===== config.mk =====
export PLATFORM = sky130hd
export DESIGN_NAME = kalman_angle_bias_filter_top
export DESIGN_NICKNAME = d
export VERILOG_FILES = /design/src/rtl/kab_pkg.sv /design/src/rtl/kalman_angle_bias_filter_top.sv /design/src/rtl/kab_mul.sv /design/src/rtl/kab_div.sv
export SDC_FILE = /design/constraint.sdc
export NUM_CORES = 2
export LEC_CHECK = 0
export BUFFER_PORTS_ARGS = -buffer_cell sky130_fd_sc_hd__buf_4
export CAP_MARGIN = 15
export CORE_AREA = 2 2 339 341
export DETAILED_ROUTE_END_ITERATION = 8
export DIE_AREA = 0 0 341 343
export PLACE_DENSITY = 0.83
export RECOVER_POWER = 25
export SYNTH_ARGS = -nofsm -noshare
export SYNTH_HDL_FRONTEND = slang
export SYNTH_HIERARCHICAL = 1
export SYNTH_SLANG_ARGS = --single-unit

===== constraint.sdc =====
create_clock -name clk -period 11.1 [get_ports clk]
set_input_delay 1.665 -clock clk [delete_from_list [all_inputs] [get_ports clk]]
set_output_delay 1.665 -clock clk [all_outputs]
set_load 0.05 [all_outputs]

===== src/rtl/kab_pkg.sv =====
// ----------------------------------------------------------------------------
// kab_pkg
// Shared widths, sequencer states, step codes and config register indices for the angle/bias filter.
// ----------------------------------------------------------------------------
package kab_pkg;

    localparam int MCAND_W = 35;             // multiplicand, signed
    localparam int MPLIER_W = 33;            // multiplier, signed, shifted out serially
    localparam int PROD_W = MCAND_W + MPLIER_W;
    localparam int NUM_W = 62;               // |p| << 30
    localparam int DEN_W = 33;               // S, known positive
    localparam int CNT_W = 6;

    typedef enum logic [7:0] {
        ST_IDLE = 8'b0000_0001,
        ST_PRE  = 8'b0000_0010,
        ST_LOAD = 8'b0000_0100,
        ST_RUN  = 8'b0000_1000,
        ST_RND  = 8'b0001_0000,
        ST_WB   = 8'b0010_0000,
        ST_UPD  = 8'b0100_0000,
        ST_DONE = 8'b1000_0000
    } state_t;

    typedef enum logic [3:0] {
        STEP_ANGLE_PRED = 4'd0,
        STEP_T          = 4'd1,
        STEP_P00_PRED   = 4'd2,
        STEP_P11_PRED   = 4'd3,
        STEP_K0         = 4'd4,
        STEP_K1         = 4'd5,
        STEP_ANGLE_UPD  = 4'd6,
        STEP_BIAS_UPD   = 4'd7,
        STEP_P11_UPD    = 4'd8,
        STEP_P01_UPD    = 4'd9,
        STEP_P10_UPD    = 4'd10,
        STEP_P00_UPD    = 4'd11
    } step_t;

    typedef enum logic [1:0] {
        REG_ANGLE_NOISE = 2'd0,
        REG_BIAS_NOISE  = 2'd1,
        REG_MEAS_NOISE  = 2'd2
    } reg_idx_t;

endpackage


===== src/rtl/kalman_angle_bias_filter_top.sv =====
// ----------------------------------------------------------------------------
// kalman_angle_bias_filter_top
// Two-state angle/gyro-bias Kalman filter with serial multiply and divide.
// ----------------------------------------------------------------------------
// Sequence: ten serial multiply steps and two serial divide steps per request;
//   both divides are skipped when S is not positive.
// Requests: the next request is taken once the result is registered, later
//   while an older result waits on out_ready; one request is in flight at a time.
// Reset: async active low clears estimates, covariance, handshake; noise regs to defaults.
module kalman_angle_bias_filter_top
(
    input  logic               clk,
    input  logic               rst_n,
    input  logic               in_valid,
    output logic               in_ready,
    input  logic signed [31:0] measured_angle,
    input  logic signed [31:0] angular_rate,
    input  logic [15:0]        time_step,
    output logic               out_valid,
    input  logic               out_ready,
    output logic signed [31:0] filtered_angle,
    output logic               saturated,
    input  logic               cfg_valid,
    output logic               cfg_ready,
    input  logic [1:0]         cfg_index,
    input  logic [31:0]        cfg_data
);

    localparam int AW = kab_pkg::MCAND_W;
    localparam int BW = kab_pkg::MPLIER_W;
    localparam int PW = kab_pkg::PROD_W;
    localparam int SW = 70;

    kab_pkg::state_t state_reg, state_next;
    kab_pkg::step_t  step_reg;

    logic [30:0]        q_angle_reg, q_bias_reg, r_meas_reg;
    logic signed [31:0] ang_reg, bias_reg, rate_reg;
    logic signed [31:0] p00_reg, p01_reg, p10_reg, p11_reg;
    logic signed [31:0] z_reg, w_reg, ys_reg, k0_reg, k1_reg;
    logic [15:0]        dt_reg;
    logic signed [34:0] inner_reg;
    logic signed [32:0] s_reg;
    logic signed [PW-1:0] rnd_reg;
    logic               sat_reg;
    logic               out_valid_reg;
    logic signed [31:0] out_angle_reg;
    logic               out_sat_reg;

    logic               mul_start, mul_done, div_start, div_done;
    logic signed [AW-1:0] mul_a;
    logic signed [BW-1:0] mul_b;
    logic signed [PW-1:0] mul_prod;
    logic [kab_pkg::NUM_W-1:0] div_num, div_quo;
    logic signed [31:0] div_p;
    logic [31:0]        div_mag;
    logic               is_div, s_pos, sub_op;
    logic signed [31:0] target;
    logic signed [SW-1:0] wb_sum;
    logic [32:0]        wb_sat;
    logic signed [SW-1:0] k_val;
    logic [32:0]        k_sat;
    logic signed [33:0] t_val;
    logic [32:0]        rate_sat, ys_sat;
    logic [32:0]        p01_t_sat, p10_t_sat;

    function automatic logic [32:0] sat32(input logic signed [SW-1:0] x);
        logic [32:0] r;
        if (x > SW'(64'sh7FFF_FFFF))
            r = {1'b1, 32'h7FFF_FFFF};
        else if (x < -SW'(64'sh8000_0000))
            r = {1'b1, 32'h8000_0000};
        else
            r = {1'b0, x[31:0]};
        return r;
    endfunction

    assign in_ready = (state_reg == kab_pkg::ST_IDLE);
    assign cfg_ready = 1'b1;
    assign out_valid = out_valid_reg;
    assign filtered_angle = out_angle_reg;
    assign saturated = out_sat_reg;

    always_comb
    begin
        is_div = (step_reg == kab_pkg::STEP_K0) || (step_reg == kab_pkg::STEP_K1);
        s_pos = !s_reg[32] && (s_reg != 33'sd0);
        sub_op = (step_reg == kab_pkg::STEP_P11_UPD) || (step_reg == kab_pkg::STEP_P01_UPD)
              || (step_reg == kab_pkg::STEP_P10_UPD) || (step_reg == kab_pkg::STEP_P00_UPD);

        mul_a = AW'(ang_reg);
        mul_b = {17'd0, dt_reg};
        target = ang_reg;
        div_p = p00_reg;
        unique case (step_reg)
            kab_pkg::STEP_ANGLE_PRED: begin mul_a = AW'(rate_reg); end
            kab_pkg::STEP_T:          begin mul_a = AW'(p11_reg); end
            kab_pkg::STEP_P00_PRED:   begin mul_a = inner_reg; target = p00_reg; end
            kab_pkg::STEP_P11_PRED:   begin mul_a = {4'd0, q_bias_reg}; target = p11_reg; end
            kab_pkg::STEP_K0:         begin div_p = p00_reg; end
            kab_pkg::STEP_K1:         begin div_p = p10_reg; end
            kab_pkg::STEP_ANGLE_UPD:
            begin
                mul_a = AW'(ys_reg); mul_b = BW'(k0_reg);
            end
            kab_pkg::STEP_BIAS_UPD:
            begin
                mul_a = AW'(ys_reg); mul_b = BW'(k1_reg); target = bias_reg;
            end
            kab_pkg::STEP_P11_UPD:
            begin
                mul_a = AW'(p01_reg); mul_b = BW'(k1_reg); target = p11_reg;
            end
            kab_pkg::STEP_P01_UPD:
            begin
                mul_a = AW'(p01_reg); mul_b = BW'(k0_reg); target = p01_reg;
            end
            kab_pkg::STEP_P10_UPD:
            begin
                mul_a = AW'(p00_reg); mul_b = BW'(k1_reg); target = p10_reg;
            end
            kab_pkg::STEP_P00_UPD:
            begin
                mul_a = AW'(p00_reg); mul_b = BW'(k0_reg); target = p00_reg;
            end
            default: ;
        endcase

        div_mag = div_p[31] ? 32'(-div_p) : 32'(div_p);
        div_num = {div_mag, 30'd0};

        wb_sum = sub_op ? SW'(target) - SW'(rnd_reg) : SW'(target) + SW'(rnd_reg);
        wb_sat = sat32(wb_sum);
        t_val = 34'(rnd_reg);
        p01_t_sat = sat32(SW'(p01_reg) - SW'(t_val));
        p10_t_sat = sat32(SW'(p10_reg) - SW'(t_val));

        k_val = div_p[31] ? -SW'($signed({1'b0, div_quo})) : SW'($signed({1'b0, div_quo}));
        k_sat = sat32(k_val);

        rate_sat = sat32(SW'(w_reg) - SW'(bias_reg));
        ys_sat = sat32(SW'(z_reg) - SW'(ang_reg));

        mul_start = (state_reg == kab_pkg::ST_LOAD) && !is_div;
        div_start = (state_reg == kab_pkg::ST_LOAD) && is_div && s_pos;
    end

    always_comb
    begin
        state_next = state_reg;
        unique case (state_reg)
            kab_pkg::ST_IDLE: if (in_valid) state_next = kab_pkg::ST_PRE;
            kab_pkg::ST_PRE:  state_next = kab_pkg::ST_LOAD;
            kab_pkg::ST_LOAD:
                state_next = (is_div && !s_pos) ? kab_pkg::ST_WB : kab_pkg::ST_RUN;
            kab_pkg::ST_RUN:
            begin
                if (mul_done)
                    state_next = kab_pkg::ST_RND;
                else if (div_done)
                    state_next = kab_pkg::ST_WB;
            end
            kab_pkg::ST_RND:  state_next = kab_pkg::ST_WB;
            kab_pkg::ST_WB:
            begin
                if (step_reg == kab_pkg::STEP_P11_PRED)
                    state_next = kab_pkg::ST_UPD;
                else if (step_reg == kab_pkg::STEP_P00_UPD)
                    state_next = kab_pkg::ST_DONE;
                else
                    state_next = kab_pkg::ST_LOAD;
            end
            kab_pkg::ST_UPD:  state_next = kab_pkg::ST_LOAD;
            kab_pkg::ST_DONE: if (!out_valid_reg || out_ready) state_next = kab_pkg::ST_IDLE;
            default:          state_next = kab_pkg::ST_IDLE;
        endcase
    end

    always_ff @(posedge clk or negedge rst_n)
    begin
        if (!rst_n)
        begin
            state_reg     <= kab_pkg::ST_IDLE;
            step_reg      <= kab_pkg::STEP_ANGLE_PRED;
            out_valid_reg <= 1'b0;
            sat_reg       <= 1'b0;
            q_angle_reg   <= 31'd16777;
            q_bias_reg    <= 31'd50332;
            r_meas_reg    <= 31'd503316;
            ang_reg       <= '0;
            bias_reg      <= '0;
            rate_reg      <= '0;
            p00_reg       <= '0;
            p01_reg       <= '0;
            p10_reg       <= '0;
            p11_reg       <= '0;
        end
        else
        begin
            state_reg <= state_next;

            if (cfg_valid)
            begin
                unique case (cfg_index)
                    kab_pkg::REG_ANGLE_NOISE: q_angle_reg <= cfg_data[30:0];
                    kab_pkg::REG_BIAS_NOISE:  q_bias_reg <= cfg_data[30:0];
                    kab_pkg::REG_MEAS_NOISE:  r_meas_reg <= cfg_data[30:0];
                    default: ;
                endcase
            end

            if (state_reg == kab_pkg::ST_DONE && (!out_valid_reg || out_ready))
                out_valid_reg <= 1'b1;
            else if (out_valid_reg && out_ready)
                out_valid_reg <= 1'b0;

            unique case (state_reg)
                kab_pkg::ST_IDLE:
                begin
                    if (in_valid)
                    begin
                        sat_reg  <= 1'b0;
                        step_reg <= kab_pkg::STEP_ANGLE_PRED;
                    end
                end
                kab_pkg::ST_PRE:
                begin
                    rate_reg <= rate_sat[31:0];
                    sat_reg  <= sat_reg | rate_sat[32];
                end
                kab_pkg::ST_WB:
                begin
                    step_reg <= kab_pkg::step_t'(step_reg + 4'd1);
                    unique case (step_reg)
                        kab_pkg::STEP_ANGLE_PRED, kab_pkg::STEP_ANGLE_UPD:
                        begin
                            ang_reg <= wb_sat[31:0]; sat_reg <= sat_reg | wb_sat[32];
                        end
                        kab_pkg::STEP_BIAS_UPD:
                        begin
                            bias_reg <= wb_sat[31:0]; sat_reg <= sat_reg | wb_sat[32];
                        end
                        kab_pkg::STEP_P00_PRED, kab_pkg::STEP_P00_UPD:
                        begin
                            p00_reg <= wb_sat[31:0]; sat_reg <= sat_reg | wb_sat[32];
                        end
                        kab_pkg::STEP_P11_PRED, kab_pkg::STEP_P11_UPD:
                        begin
                            p11_reg <= wb_sat[31:0]; sat_reg <= sat_reg | wb_sat[32];
                        end
                        kab_pkg::STEP_P01_UPD:
                        begin
                            p01_reg <= wb_sat[31:0]; sat_reg <= sat_reg | wb_sat[32];
                        end
                        kab_pkg::STEP_P10_UPD:
                        begin
                            p10_reg <= wb_sat[31:0]; sat_reg <= sat_reg | wb_sat[32];
                        end
                        kab_pkg::STEP_T:
                        begin
                            // inner term uses the pre-update p01/p10
                            p01_reg <= p01_t_sat[31:0];
                            p10_reg <= p10_t_sat[31:0];
                            sat_reg <= sat_reg | p01_t_sat[32] | p10_t_sat[32];
                        end
                        kab_pkg::STEP_K0, kab_pkg::STEP_K1:
                        begin
                            // non-positive S sets the gain to zero
                            if (s_pos)
                                sat_reg <= sat_reg | k_sat[32];
                        end
                        default: ;
                    endcase
                end
                default: ;
            endcase

            if (state_reg == kab_pkg::ST_UPD)
                sat_reg <= sat_reg | ys_sat[32];
        end
    end

    always_ff @(posedge clk)
    begin
        if (in_ready && in_valid)
        begin
            z_reg  <= measured_angle;
            w_reg  <= angular_rate;
            dt_reg <= time_step;
        end
        if (state_reg == kab_pkg::ST_RND)
        begin
            if (step_reg < kab_pkg::STEP_ANGLE_UPD)
                rnd_reg <= (mul_prod + PW'(64'sd32768)) >>> 16;
            else
                rnd_reg <= (mul_prod + PW'(64'sd536870912)) >>> 30;
        end
        if (state_reg == kab_pkg::ST_WB && step_reg == kab_pkg::STEP_T)
            inner_reg <= 35'(t_val) - 35'(p01_reg) - 35'(p10_reg) + {4'd0, q_angle_reg};
        if (state_reg == kab_pkg::ST_WB && step_reg == kab_pkg::STEP_K0)
            k0_reg <= s_pos ? k_sat[31:0] : 32'sd0;
        if (state_reg == kab_pkg::ST_WB && step_reg == kab_pkg::STEP_K1)
            k1_reg <= s_pos ? k_sat[31:0] : 32'sd0;
        if (state_reg == kab_pkg::ST_UPD)
        begin
            ys_reg <= ys_sat[31:0];
            s_reg  <= 33'(p00_reg) + {2'b00, r_meas_reg};
        end
        if (state_reg == kab_pkg::ST_DONE && (!out_valid_reg || out_ready))
        begin
            out_angle_reg <= ang_reg;
            out_sat_reg   <= sat_reg;
        end
    end

    kab_mul u_mul
    (
        .clk    (clk),
        .rst_n  (rst_n),
        .start  (mul_start),
        .mcand  (mul_a),
        .mplier (mul_b),
        .done   (mul_done),
        .prod   (mul_prod)
    );

    kab_div u_div
    (
        .clk    (clk),
        .rst_n  (rst_n),
        .start  (div_start),
        .num    (div_num),
        .den    (s_reg[kab_pkg::DEN_W-1:0]),
        .done   (div_done),
        .quo    (div_quo)
    );

endmodule


===== src/rtl/kab_mul.sv =====
// ----------------------------------------------------------------------------
// kab_mul
// Bit-serial signed multiplier: one multiplier bit per cycle, sign-magnitude.
// ----------------------------------------------------------------------------
module kab_mul
(
    input  logic                                 clk,
    input  logic                                 rst_n,
    input  logic                                 start,
    input  logic signed [kab_pkg::MCAND_W-1:0]   mcand,
    input  logic signed [kab_pkg::MPLIER_W-1:0]  mplier,
    output logic                                 done,
    output logic signed [kab_pkg::PROD_W-1:0]    prod
);

    localparam int AW = kab_pkg::MCAND_W;
    localparam int BW = kab_pkg::MPLIER_W;
    localparam int PW = kab_pkg::PROD_W;

    logic                          busy_reg;
    logic                          done_reg;
    logic [kab_pkg::CNT_W-1:0]     cnt_reg;
    logic                          neg_reg;
    logic [AW-1:0]                 a_reg;
    logic [PW-1:0]                 p_reg;
    logic signed [PW-1:0]          prod_reg;
    logic [AW:0]                   sum;
    logic [PW-1:0]                 p_next;
    logic                          last;

    always_comb
    begin
        sum = {1'b0, p_reg[PW-1:BW]} + (p_reg[0] ? {1'b0, a_reg} : (AW+1)'(0));
        p_next = {sum, p_reg[BW-1:1]};
        last = (cnt_reg == kab_pkg::CNT_W'(BW - 1));
    end

    always_ff @(posedge clk or negedge rst_n)
    begin
        if (!rst_n)
        begin
            busy_reg <= 1'b0;
            done_reg <= 1'b0;
            cnt_reg  <= '0;
        end
        else
        begin
            done_reg <= 1'b0;
            if (start)
            begin
                busy_reg <= 1'b1;
                cnt_reg  <= '0;
            end
            else if (busy_reg)
            begin
                cnt_reg <= cnt_reg + kab_pkg::CNT_W'(1);
                if (last)
                begin
                    busy_reg <= 1'b0;
                    done_reg <= 1'b1;
                end
            end
        end
    end

    always_ff @(posedge clk)
    begin
        if (start)
        begin
            neg_reg <= mcand[AW-1] ^ mplier[BW-1];
            a_reg   <= mcand[AW-1] ? AW'(-mcand) : AW'(mcand);
            p_reg   <= {AW'(0), (mplier[BW-1] ? BW'(-mplier) : BW'(mplier))};
        end
        else if (busy_reg)
        begin
            p_reg <= p_next;
            if (last)
                prod_reg <= neg_reg ? -$signed(p_next) : $signed(p_next);
        end
    end

    assign done = done_reg;
    assign prod = prod_reg;

endmodule


===== src/rtl/kab_div.sv =====
// ----------------------------------------------------------------------------
// kab_div
// Restoring unsigned divider: one quotient bit per cycle.
// ----------------------------------------------------------------------------
module kab_div
(
    input  logic                          clk,
    input  logic                          rst_n,
    input  logic                          start,
    input  logic [kab_pkg::NUM_W-1:0]     num,
    input  logic [kab_pkg::DEN_W-1:0]     den,
    output logic                          done,
    output logic [kab_pkg::NUM_W-1:0]     quo
);

    localparam int NW = kab_pkg::NUM_W;
    localparam int DW = kab_pkg::DEN_W;

    logic                        busy_reg;
    logic                        done_reg;
    logic [kab_pkg::CNT_W-1:0]   cnt_reg;
    logic [NW-1:0]               num_reg;
    logic [DW-1:0]               den_reg;
    logic [DW-1:0]               rem_reg;
    logic [DW:0]                 shifted;
    logic [DW+1:0]               trial;
    logic                        qbit;
    logic                        last;

    always_comb
    begin
        shifted = {rem_reg, num_reg[NW-1]};
        trial = {1'b0, shifted} - {2'b00, den_reg};
        qbit = !trial[DW+1];
        last = (cnt_reg == kab_pkg::CNT_W'(NW - 1));
    end

    always_ff @(posedge clk or negedge rst_n)
    begin
        if (!rst_n)
        begin
            busy_reg <= 1'b0;
            done_reg <= 1'b0;
            cnt_reg  <= '0;
        end
        else
        begin
            done_reg <= 1'b0;
            if (start)
            begin
                busy_reg <= 1'b1;
                cnt_reg  <= '0;
            end
            else if (busy_reg)
            begin
                cnt_reg <= cnt_reg + kab_pkg::CNT_W'(1);
                if (last)
                begin
                    busy_reg <= 1'b0;
                    done_reg <= 1'b1;
                end
            end
        end
    end

    // quotient bits shift into the bottom of the numerator register
    always_ff @(posedge clk)
    begin
        if (start)
        begin
            num_reg <= num;
            den_reg <= den;
            rem_reg <= '0;
        end
        else if (busy_reg)
        begin
            num_reg <= {num_reg[NW-2:0], qbit};
            rem_reg <= qbit ? trial[DW-1:0] : shifted[DW-1:0];
        end
    end

    assign done = done_reg;
    assign quo = num_reg;

endmodule

# Yosys cells after proc, flatten, opt, wreduce, memory -nomap -nowiden

Index checks and enable logic that the tools add are counted.

Logic and storage cells: 233
Output and inout bits: 36
Bits of input ports: 119
Flip-flop bits (word level): 992

Equality and inequality tests: 29
Reduce and logical (&&, ||, !) cells: 55
Magnitude comparators: 13
Bitwise operators: 8
Add/subtract/negate cells: 22
Muxes and demuxes: 65

Operators with widths:

| operator                 | number |
|---|---|
| $mux W33                 | 16 |
| $pmux W35 S7             | 1 |
| $pmux W32 S5             | 1 |
| $gt A70 B32 Y1 const B   | 2 |
| $lt A70 B32 Y1 const B   | 2 |
| $mux W70                 | 2 |
| $mux W68                 | 2 |
| $pmux W32 S2             | 2 |
| $mux W62                 | 2 |
| $mux W32                 | 3 |
| $gt A35 B32 Y1 const B   | 2 |
| $lt A35 B32 Y1 const B   | 2 |
| $neg A62 Y70             | 1 |
| $sub A32 B34 Y35         | 2 |
| $add A32 B68 Y69         | 1 |
| $sub A32 B68 Y69         | 1 |
| $add A68 B17 Y68 const B | 1 |
| $add A68 B31 Y68 const B | 1 |
| $neg A68 Y68             | 1 |
| $gt A33 B32 Y1 const B   | 2 |
| $lt A33 B32 Y1 const B   | 2 |
| $pmux W33 S2             | 1 |
| $sub A32 B32 Y33         | 2 |
| $pmux W8 S7              | 1 |
| 58 further kinds         | 139 |

# Depth between registers and ports, before layout

Depth in word-level cells: 12
Mapped depth: 31

# By module

Netlist, hierarchy kept.

Modules (own cells, without submodules):

| module                       | area an instance (um^2) | sequential area each (um^2) | cells each | instances |
|---|---|---|---|---|
| kalman_angle_bias_filter_top | 48871.9                 | 18191.2                     | 5402       | 1 |
| kab_mul                      | 11461.0                 | 5014.8                      | 1152       | 1 |
| kab_div                      | 7334.5                  | 3713.6                      | 659        | 1 |

# Worst setup path after synthesis

OpenSTA, ideal clock, no wires.

Path kind: register to register
Start point: reg state_reg[5]
End point: reg sat_reg
Setup slack: 3.503 ns
Setup time: 0.142 ns
Period minus slack after synthesis: 7.597 ns
Data arrival time: 7.455 ns
Required time: 10.958 ns
Path buffers: 0
Cell stages (with the launch flop): 13
Cell sequence: dfrtp_1 nor2_1 nand2_1 or3_1 nor3b_1 nand2b_1 o211ai_1 nand2_1 nor3_1 a211o_1 o21bai_1 a2111oi_0 a211oi_1

Longest elaborated chain between the ends: 3

Ends and longest elaborated chain:

| what                                                   | RTL line                            | RTL |
|---|---|---|
| start: declaration                                     | kalman_angle_bias_filter_top.sv:34  | `kab_pkg::state_t state_reg, state_next;` |
| start signal: assignment                               | kalman_angle_bias_filter_top.sv:183 | `state_reg <= kab_pkg::ST_IDLE;` |
| start signal: assignment                               | kalman_angle_bias_filter_top.sv:200 | `state_reg <= state_next;` |
| $eq A8 B7 Y1 (tied with other cells)                   | kalman_angle_bias_filter_top.sv:278 | `if (state_reg == kab_pkg::ST_UPD)` |
| $ne A5 B3 Y1 (no line) (tied with other cells)         | --                                  |  |
| $reduce_and A4 Y1 (no line) or $mux W1 (tied branches) | --                                  |  |
| end signal: assignment                                 | kalman_angle_bias_filter_top.sv:264 | `sat_reg <= sat_reg \| p01_t_sat[32] \| p10_t_sat[32];` |
| end signal: assignment                                 | kalman_angle_bias_filter_top.sv:270 | `sat_reg <= sat_reg \| k_sat[32];` |
| end signal: assignment                                 | kalman_angle_bias_filter_top.sv:279 | `sat_reg <= sat_reg \| ys_sat[32];` |
| end: declaration                                       | kalman_angle_bias_filter_top.sv:45  | `logic sat_reg;` |

Parallel ways exist; a longest one is shown, timed or not.
A chain may end at the register's enable or synchronous reset.

# Final worst setup path

Start point: reg step_reg[3]
End point: reg p10_reg[24]

Longest elaborated chain between the ends: 9

Ends and longest elaborated chain:

| what                                                             | RTL line                                                               | RTL |
|---|---|---|
| start: declaration                                               | kalman_angle_bias_filter_top.sv:35                                     | `kab_pkg::step_t step_reg;` |
| start signal: assignment                                         | kalman_angle_bias_filter_top.sv:184                                    | `step_reg <= kab_pkg::STEP_ANGLE_PRED;` |
| start signal: assignment                                         | kalman_angle_bias_filter_top.sv:223                                    | `step_reg <= kab_pkg::STEP_ANGLE_PRED;` |
| start signal: assignment                                         | kalman_angle_bias_filter_top.sv:233                                    | `step_reg <= kab_pkg::step_t'(step_reg + 4'd1);` |
| $eq A4 B4 Y1 (tied with other cells)                             | kalman_angle_bias_filter_top.sv:89, kalman_angle_bias_filter_top.sv:95 |  |
| $reduce_or A2 Y1 (no line) or $logic_or A1 B1 Y1 (tied branches) | --                                                                     |  |
| $pmux W32 S5 or $logic_or A1 B1 Y1 (tied branches)               | kalman_angle_bias_filter_top.sv:95, kalman_angle_bias_filter_top.sv:89 |  |
| $add A32 B68 Y69 (tied with other cells)                         | kalman_angle_bias_filter_top.sv:132                                    | `wb_sum = sub_op ? SW'(target) - SW'(rnd_reg) : SW'(target) + SW'(rnd_reg);` |
| $mux W70                                                         | kalman_angle_bias_filter_top.sv:132                                    |  |
| $lt A70 B32 Y1                                                   | kalman_angle_bias_filter_top.sv:71                                     | `else if (x < -SW'(64'sh8000_0000))` |
| $mux W33                                                         | kalman_angle_bias_filter_top.sv:71                                     |  |
| $mux W33                                                         | kalman_angle_bias_filter_top.sv:69                                     | `if (x > SW'(64'sh7FFF_FFFF))` |
| $pmux W32 S2                                                     | kalman_angle_bias_filter_top.sv:234                                    | `unique case (step_reg)` |
| end signal: assignment                                           | kalman_angle_bias_filter_top.sv:257                                    | `p10_reg <= wb_sat[31:0]; sat_reg <= sat_reg \| wb_sat[32];` |
| end signal: assignment                                           | kalman_angle_bias_filter_top.sv:263                                    | `p10_reg <= p10_t_sat[31:0];` |
| end: declaration                                                 | kalman_angle_bias_filter_top.sv:39                                     | `logic signed [31:0] p00_reg, p01_reg, p10_reg, p11_reg;` |

Parallel ways exist; a longest one is shown, timed or not.

==> metrics.md <==
| Metric | Value |
|---|---|
| Failing checks | `max-capacitance violations, max-slew violations` |
| Slowest cell on crit path | `a2111oi_0` |
| Vias in the first global route | `54,799` |
| Clock sinks | `961` |
| Via density | `6.72` |
| Critical path class | `flop to flop` |
| CTS buffer count | `104` |
| Final Hold Slack | `456 ps` |
| Worst clock skew | `49.7 ps` |
| Critical Path Sink Type | `flop` |
| Antenna violations before repair | `18` |
| Placer congestion estimate | `1.08` |
| Max-slew headroom | `-247%` |
| Worst VDD drop | `0.333 mV` |
| Status | `finished, violations left` |
| Clk buf depth | `3` |
| Row cnt | `124` |
| Routed WL | `232,000 um` |
| Util after Layout | `64.5%` |
| H-tree depth | `3` |
| Die W | `341 um` |
| Placeable core area | `0.113 mm2` |
| Crit Path Max Fanout | `50` |
| DIE AREA | `0.117 mm2` |
| Wire per inst | `26.3 um` |
| Synth Area per Inst | `9.35 um2` |
| Worst Path Buf+Inv | `3` |
| DRC | `0` |
| First-pass GRT wire length | `341,000 um` |
| Max cap viols | `9` |
| Setup TNS | `0 ps` |
| I/O pin total | `155` |
| Via count | `59,203` |
| Worst-margin pin slew | `5200 ps` |
| Post-CTS Setup Bufs | `0` |
| CTS tree | `yes` |
| PostCTS Resize Cnt | `0` |
| Startpoint types | `flop` |
| Final setup fails | `0` |
| Max reg flops | `68` |
| Hold Crit Class | `flop to flop` |
| Share of layout cells above drive strength 1 | `9.63%` |
| Drt first pass iters | `9` |
| Area grow syn2layout | `9.12%` |
| GRT Total Usage | `38.7%` |
| Global route overflow | `0` |
| Post-CTS Hold Fix Bufs | `0` |
| DRT iter0 DRCs | `7,831` |
| PD cells | `199 mW/mm2` |
| Delay-heaviest family, CP | `simple AND/OR/NAND/NOR gates` |
| Fin cells | `8,810` |
| Post-DRT Antenna Nets | `0` |
| RSZ-0062 raised after global routing | `false` |
| Hold Vio Cnt, Final | `0` |
| Cell area after synthesis | `0.0670 mm2` |
| Final period util | `83.7%` |
| Worst skew pair latency | `730 ps` |
| Largest net degree at the start of global routing | `154` |
| Pins Over Slew Limit | `450` |
| Required time of the critical path | `11,700 ps` |
| Pwr Total | `0.0146 W` |
| Leakage Power | `28.7 nW` |
| Clk root buf | `clkbuf_16` |
| Die Ht | `343 um` |
| Max incr delay on CP | `940 ps` |
| Fin crit period | `9290 ps` |
| FMAX | `108 MHz` |
| Worst-path clk slew | `60 ps` |
| Synth Instances | `7,167` |
| Initial core utilization | `59.1%` |
| DP HPWL | `178,000 um` |
| Most frequent CP cell | `buf_4` |
| Yosys warning count | `6` |
| Nets@finish | `7,736` |
| CP arrival | `9880 ps` |
| Critical-path cell list | `nor2b_1, and2_1, buf_4, nor3_1, nand2_2, buf_4, nor2_1, a31oi_1, ha_1, and2_1, nand3_1, or3_1, o211a_1, a2111oi_0, o211ai_1, nand2_1, nor3_1, nor4_1, nand4_1, nor4_1, nand2b_4, buf_4, a211oi_1, o31ai_1` |
| PortBufs | `152` |
| Placed insts | `8,596` |
layout by cell type (no fill, tap or decap), types with 36 or more instances in the layout:
master,n
nand2_1,714
edfxtp_1,546
a21oi_1,537
o21ai_0,536
nor2_1,509
xnor2_1,381
ha_1,353
dfrtp_1,322
inv_1,318
xor2_1,204
mux2_2,165
nand3_1,156
nor3_1,152
buf_4,142
o31ai_1,128
a21o_1,121
clkbuf_16,105
nand4_1,93
o21a_1,91
a211oi_1,86
a31oi_1,83
mux2i_1,82
and2_1,81
fa_1,73
nand2b_1,71
clkbuf_4,68
dfxtp_1,68
a22oi_1,56
a22o_1,55
or3_1,52
nor4_1,48
and3_1,45
clkbuf_1,43
a221oi_1,40
o41ai_1,40
or4_1,38
o21bai_1,36
power by group:
| part | switching [W] | internal [W] |
|---|---|---|
| clock | 0.00155 | 0.00215 |
| sequential | 0.000473 | 0.00451 |
| combinational | 0.00375 | 0.00215 |
| total | 0.00577 | 0.00882 |
path summary, 6_finish.rpt:
check,from,slack (ps),depth (start not counted),end
min in group asynchronous,rst_n,2820,1,p00_reg[3]$_DFFE_PN0P_
setup reg to reg,step_reg[3]$_DFFE_PN0P_,1810,24,p10_reg[24]$_DFFE_PN0P_
hold / removal,s_reg[25]$_DFFE_PP_,460,0,u_div/den_reg[25]$_DFFE_PP_
hold reg to reg,s_reg[25]$_DFFE_PP_,460,0,u_div/den_reg[25]$_DFFE_PP_
max in group asynchronous,rst_n,3490,3,p10_reg[31]$_DFFE_PN0P_
setup / recovery,step_reg[3]$_DFFE_PN0P_,1810,24,p10_reg[24]$_DFFE_PN0P_
per-stage QoR:
stage	worst slack, ps	area (um2)
global route	1430	73100
finish	1810	73100
detailed placement	2200	69600
floorplan	3500	67100
CTS	2130	73200
global placement	2260	69600
metal layers:
layer  part of all wire [%]  GRT usage [%]  vias to the layer above
met5                   0.12          0.641                        -
met1                     39           51.6                    28374
met2                     41           54.7                     3790
met3                     15           14.5                      569
met4                    5.9           20.0                       20
li1                       -              -                    26450
layout make-up:
cell class | count | area [um2]
diodes | 16 | 40.0
clock buffers | 136 | 2850
clock inverters | 61 | 777
fillers | 9032 | 40300
inverters | 320 | 1200
multi-input cells | 5570 | 38200
flip-flops and latches | 961 | 26500
well taps | 1512 | 1890
repair buffers | 234 | 1680
No activity file was read; power rests on OpenSTA's default activity.
